===== config.mk =====
export PLATFORM = sky130hd
export DESIGN_NAME = pbsa_front_flat
export DESIGN_NICKNAME = d
export VERILOG_FILES = /design/src/rtl/pbsa_pkg.sv /design/src/rtl/pbsa_if.sv /design/src/rtl/pbsa_front.sv /design/src/flat_wrapper.sv
export SDC_FILE = /design/constraint.sdc
export NUM_CORES = 2
export LEC_CHECK = 0
export ABC_AREA = 1
export BUFFER_PORTS_ARGS = -buffer_cell sky130_fd_sc_hd__buf_2
export CORE_MARGIN = 3
export CORE_UTILIZATION = 45
export DETAILED_ROUTE_END_ITERATION = 8
export PLACE_DENSITY = 0.58
export SYNTH_ARGS = -nofsm -noshare
export SYNTH_HDL_FRONTEND = slang
export SYNTH_SLANG_ARGS = --single-unit

===== constraint.sdc =====
create_clock -name clk -period 6.9 [get_ports clk]
set_input_delay 0.69 -clock clk [delete_from_list [all_inputs] [get_ports clk]]
set_output_delay 0.69 -clock clk [all_outputs]
set_load 0.02 [all_outputs]

===== src/rtl/pbsa_pkg.sv =====
// Package for the priority blend steering arbiter: widths, table depth, types.
// No dependencies.
package pbsa_pkg;
	localparam int NumPri = 16;
	localparam int PriW = 4;
	localparam int VelW = 32;
	localparam int WgtW = 16;
	localparam int AccW = 64;
	localparam int AccWgtW = 32;
	localparam int ThrW = 31;
	localparam logic [ThrW-1:0] ThrReset = 31'd66;

	typedef struct packed {
		logic [PriW-1:0] priority_req;
		logic signed [VelW-1:0] vel_x;
		logic signed [VelW-1:0] vel_y;
		logic [WgtW-1:0] weight;
		logic last;
	} in_item_t;

	typedef struct packed {
		logic signed [VelW-1:0] out_x;
		logic signed [VelW-1:0] out_y;
		logic found;
		logic [PriW-1:0] winner;
	} out_item_t;

	// Product item handed from front to back
	typedef struct packed {
		logic [PriW-1:0] pri;
		logic signed [AccW-1:0] px;
		logic signed [AccW-1:0] py;
		logic [WgtW-1:0] w;
		logic last;
	} prod_t;
endpackage


===== src/rtl/pbsa_if.sv =====
// Valid/ready channel interfaces for the arbiter.
// Depends on pbsa_pkg.
interface pbsa_in_if;
	logic valid;
	logic ready;
	pbsa_pkg::in_item_t data;
	modport source (output valid, output data, input ready);
	modport sink (input valid, input data, output ready);
endinterface



===== src/rtl/pbsa_front.sv =====
// Front: accepts items, forms weighted velocity products, feeds a 2-entry queue.
// Depends on pbsa_pkg, pbsa_if.
module pbsa_front (
	input logic clk,
	input logic arst_n,
	pbsa_in_if.sink in_ch,
	output logic q_valid,
	output pbsa_pkg::prod_t q_data,
	input logic q_ready
);
	localparam int AccW = pbsa_pkg::AccW;

	pbsa_pkg::prod_t mem_q [2];
	logic wp_q, rp_q;
	logic [1:0] cnt_q;
	pbsa_pkg::prod_t p;
	logic push, pop;

	assign in_ch.ready = (cnt_q != 2'd2);
	assign push = in_ch.valid && in_ch.ready;
	assign pop = q_valid && q_ready;
	assign q_valid = (cnt_q != 2'd0);
	assign q_data = mem_q[rp_q];

	// Form products: 32x16 signed by unsigned
	always_comb begin
		p.pri = in_ch.data.priority_req;
		p.px = AccW'(in_ch.data.vel_x) * $signed({1'b0, in_ch.data.weight});
		p.py = AccW'(in_ch.data.vel_y) * $signed({1'b0, in_ch.data.weight});
		p.w = in_ch.data.weight;
		p.last = in_ch.data.last;
	end

	// Hold queue pointers
	always_ff @(posedge clk or negedge arst_n) begin
		if (!arst_n) begin
			wp_q <= 1'b0;
			rp_q <= 1'b0;
			cnt_q <= 2'd0;
		end else begin
			if (push) wp_q <= ~wp_q;
			if (pop) rp_q <= ~rp_q;
			cnt_q <= cnt_q + {1'b0, push} - {1'b0, pop};
		end
	end

	always_ff @(posedge clk) begin
		if (push) mem_q[wp_q] <= p;
	end

	assert property (@(posedge clk) disable iff (!arst_n) cnt_q != 2'd3)
		else $error("queue count overflow");
	assert property (@(posedge clk) disable iff (!arst_n) (cnt_q == 2'd2) |-> !in_ch.ready)
		else $error("accept while full");
	assert property (@(posedge clk) disable iff (!arst_n)
		(push && !pop) |=> (cnt_q == $past(cnt_q) + 2'd1))
		else $error("push lost");
endmodule


===== src/flat_wrapper.sv =====
// flat-port wrapper written by rule: the top's interface ports become plain ports
module pbsa_front_flat 
  (clk, arst_n, q_valid, q_data, q_ready, in_ch_valid, in_ch_data, in_ch_ready);
  pbsa_in_if in_ch_i ();
  input logic clk;
  input logic arst_n;
  output logic q_valid;
  output pbsa_pkg::prod_t q_data;
  input logic q_ready;
  input wire logic [$bits(in_ch_i.valid)-1:0] in_ch_valid;
  input wire logic [$bits(in_ch_i.data)-1:0] in_ch_data;
  output wire logic [$bits(in_ch_i.ready)-1:0] in_ch_ready;
  assign in_ch_i.valid = in_ch_valid;
  assign in_ch_i.data = in_ch_data;
  assign in_ch_ready = in_ch_i.ready;
  pbsa_front u_core (.clk(clk), .arst_n(arst_n), .in_ch(in_ch_i), .q_valid(q_valid), .q_data(q_data), .q_ready(q_ready));
endmodule

==> metrics.sh <==
CRITICAL_PATH.STARTPOINT_TYPE='input pin'
MAXIMUM_NUMBER_OF_PINS_ON_ONE_NET_BEFORE_GLOBAL_ROUTE_REPAIR=67
DATA_REQUIRED_TIME_OF_THE_WORST_PATH_NS=7.38
CTS_HTREE_LEVELS=1
MAXCAPVIOLCOUNT=0
VIAS=37110
HOLDPATHEND='u_core.mem_q[0][0]$_DFFE_PP_'
CTSLONGESTPATHBUFFERS=3
CPLARGESTDELAYFAMILY='adder cells'
SYNTH_FLOP_CELL='edfxtp_1'
FIRST_GLOBAL_VIAS=39824
SYN2LAYOUT_AREA_GROWTH_PCT=6.91
SYNTH_NETS=7633
WORST-ENDPOINT-ARRIVAL_NS=6.79
MAXCLOCKFREQUENCY_GHz=0.158
FF2FF_PATH_DEPTH=4
WHS_NS=0.274
IO_PORT_BUFS=239
CHIP_WIDTH_UM=337
FINALHOLDVIOLATIONS=0
SYNTH_WARN=0
ANT_NETS=0
AREA_LEADER_NETLIST='fa_1'
CRIT_FANOUT=23
STARTING_DENSITY_OF_THE_CORE=0.457
AVGSYNTHCELLAREA_UM2=7.78
PLACE.DETAILED.HPWL_UM=112000
TIMING.FINAL.CRIT_SHARE=0.915
DIEAREA_MM2=0.114
SYN-CELL-AREA_MM2=0.0493
PLACEMENT.SETUP.WORST_SLACK_NS=0.00343
MIN-DELAY-START='in_ch_data[0]'
TOTALNEGATIVESETUPSLACK_NS=0
SYNTH-EDFF-COUNT=238
CLK_PIN_SLEW_WORST_PATHS_NS=0.06
MAX_SLEW.WORST_PIN.SLEW_NS=0.975
SYNTH.FF_LATCH_COUNT=242
PROPORTION_OF_LAYOUT_CELLS_WITH_A_DRIVE_SUFFIX_ABOVE_1=0.0760
PLACE.GP.CONGESTION=1.01
SETUP.WORST_PATH.END_CLASS='flip-flop'
SYNTH-SEQ-AREA-SHARE=0.147
CRIT_TYPE='in -> reg'
ROUTED_VIA_DENSITY=4.75
LAYOUT_SETUP_WS_NS=0.590
DRT-PASS1-ITER-COUNT=5
PATH_CELLS='buf_2, buf_4, nand2_1, inv_1, fa_1, inv_1, fa_1, fa_1, inv_1, fa_1, fa_1, inv_1, fa_1, inv_1, ha_1, nand2_1, nor2_1, nand2_1, nor2_1, nand2_1, nand3_1, xor2_1, buf_4'
CRIT-REG2REG-LAUNCH='u_core.cnt_q[1]$_DFF_PN0_'
SYNTHARSTFLOPSHARE=0.0165
CLOCK-SINKS=242
FINALSETUPVIOLATIONS=0
YOSYS.CELL_TYPES.COUNT=34
CRIT_PATH_MAX_INCR_DELAY_NS=0.53
DIE_H_UM=337
OVERFLOW=0
CLOCK_TREE.ROOT_CELL='clkbuf_16'
GRT_USAGE=0.247
DRC=0
SYNTH_TOP_CELL_AREA_SHARE=0.397
STATUS='finished clean'
CORE_REGION_AREA_MM2=0.108
NUMBER_OF_CELLS_IN_THE_DESIGN_AFTER_PLACEMENT=7761
SYNTH.MOST_COMMON_CELL='nand2_1'
TIMING.CRITICAL_PATH.DEPTH=23
SYNTH.TOP_CELLS.BY_AREA='fa_1 40%, nand2_1 16%, inv_1 15%, edfxtp_1 15%, ha_1 6.0%'
WIRE_LENGTH_OF_THE_FIRST_GLOBAL_ROUTING_PASS_UM=219000
FINAL_MAX_SLEW_VIOL_COUNT=0
MIN_PERIOD_NS=6.31
FINAL_CELL_COUNT_NO_FILL=7818
RSZ0062_AT_GRT='false'
NUM_IO_PINS=240
FINCLKSKEW_NS=0.0180
CRITICAL_PATH.N_BUFFERS_INVERTERS=8
TIMING.RR.END='u_core.mem_q[0][18]$_DFFE_PP_'
MAX_SLEW_HEADROOM=0.350
HOLDCRITPATHCLASS='in -> reg'
ROUTED_WIRE_LENGTH_PER_INSTANCE_UM=17.3
FIRST_ITER_VIOLATIONS=2151
STD_CELL_ROWS=120
R2R_SLACK_NS=4.92
TRITONCTS='yes'
ANTENNA_FOUND_INITIAL=10
TIMING.CRITICAL_PATH.SLOWEST_STAGE_CELL='fa_1'
POST_SYNTH_INST_COUNT=6330
NUM-FILL-CELLS=10743
CLKLATENCYLATEPIN_NS=0.60
NUMCTSBUFFERS=27
WHS_PATH_DEPTH=1
ROUTED_WL_UM=135000
CTSRESIZECOUNT=0
YS_TOP_CELLS_BY_COUNT='2113 x nand2_1, 1954 x inv_1, 978 x fa_1'
CELL_SEEN_MOST_OFTEN_AMONG_CRITICAL_PATH_STAGES='fa_1'
NETS=7691
[worst max-delay path by stage]
stage                        from  slack [ns]                              to
finish              in_ch_data[7]        0.59  u_core.mem_q[1][108]$_DFFE_PP_
floorplan             in_ch_valid        0.55    u_core.mem_q[1][0]$_DFFE_PP_
global route        in_ch_data[6]        0.42   u_core.mem_q[1][45]$_DFFE_PP_
global placement    in_ch_data[7]       -0.04  u_core.mem_q[0][108]$_DFFE_PP_
CTS                 in_ch_data[3]        0.64  u_core.mem_q[1][108]$_DFFE_PP_
detailed placement  in_ch_data[3]       0.003  u_core.mem_q[1][108]$_DFFE_PP_
[routing by layer]
metal	vias up	global-route usage	share of wire	wire length (um)
met4	4	0.0755	0.034	4540
met1	18369	0.307	0.41	55200
met2	876	0.454	0.51	69200
met3	192	0.0245	0.046	6190
li1	17669	-	-	-
met5	-	0	0.00020	27
[logic make-up (layout without fill, tap and decap cells)]
group | Yosys count | after routing | share of synthesized area
AO/OA/AOI/OAI | 82 | 82 | 0.0102
other | 0 | 7 | 0
buffers and inverters | 2263 | 2341 | 0.175
flip-flops | 242 | 242 | 0.147
XOR/XNOR | 57 | 57 | 0.0101
adder cells (fa/ha/maj) | 1214 | 1214 | 0.457
AND/OR/NAND/NOR | 2472 | 2472 | 0.201
[cell type report]
type / count / area [um^2] / share of cell area
multi-input cells: 3825 / 33400 / 0.635
inverters: 1967 / 7390 / 0.140
flip-flops and latches: 242 / 7250 / 0.138
repair buffers: 325 / 2010 / 0.0381
well taps: 1403 / 1760 / 0.0333
clock buffers: 34 / 702 / 0.0133
clock inverters: 15 / 125 / 0.00238
diodes: 7 / 17.5 / 0.000333
[stage by stage]
step / area [um^2] / util
floorplan: 49300 / -
global placement: 51800 / 0.481
detailed placement: 51800 / 0.481
CTS: 52700 / 0.488
global route: 52700 / 0.489
finish: 52700 / 0.489
[registers in the layout (all words and copies together) (netlist names)]
name,flops
u_core.mem_q,238
u_core.cnt_q,2
u_core.wp_q,1
u_core.rp_q,1
[cells in the final DEF (no fill, tap or decap), types with 2 or more instances in the layout]
master,instances
nand2_1,2113
a21oi_2,4
nor2_2,28
a21oi_1,55
nor2_4,10
ha_1,236
o21bai_1,11
o21ai_0,2
nor3_1,5
clkbuf_16,27
a21o_1,6
nand3b_1,6
nand4_1,26
xor2_1,45
clkinv_2,4
dfrtp_1,3
nand2_2,39
edfxtp_1,238
buf_2,239
o211ai_2,2
diode_2,7
nand3_2,8
nor2_1,123
buf_4,72
xnor2_1,12
clkinv_1,4
inv_2,13
nor3_2,14
inv_1,1953
clkbuf_1,7
fa_1,978
nand3_1,96
clkinvlp_4,3
buf_12,13
[timing repair]
item | in CTS | in global routing
endpoints found under the hold margin | 4 | 0
setup buffers | 0 | 0
hold buffers | 1 | 0
Power is not shown: default switching activity piles up to over one toggle a cycle in this logic, so the estimate is an artifact.
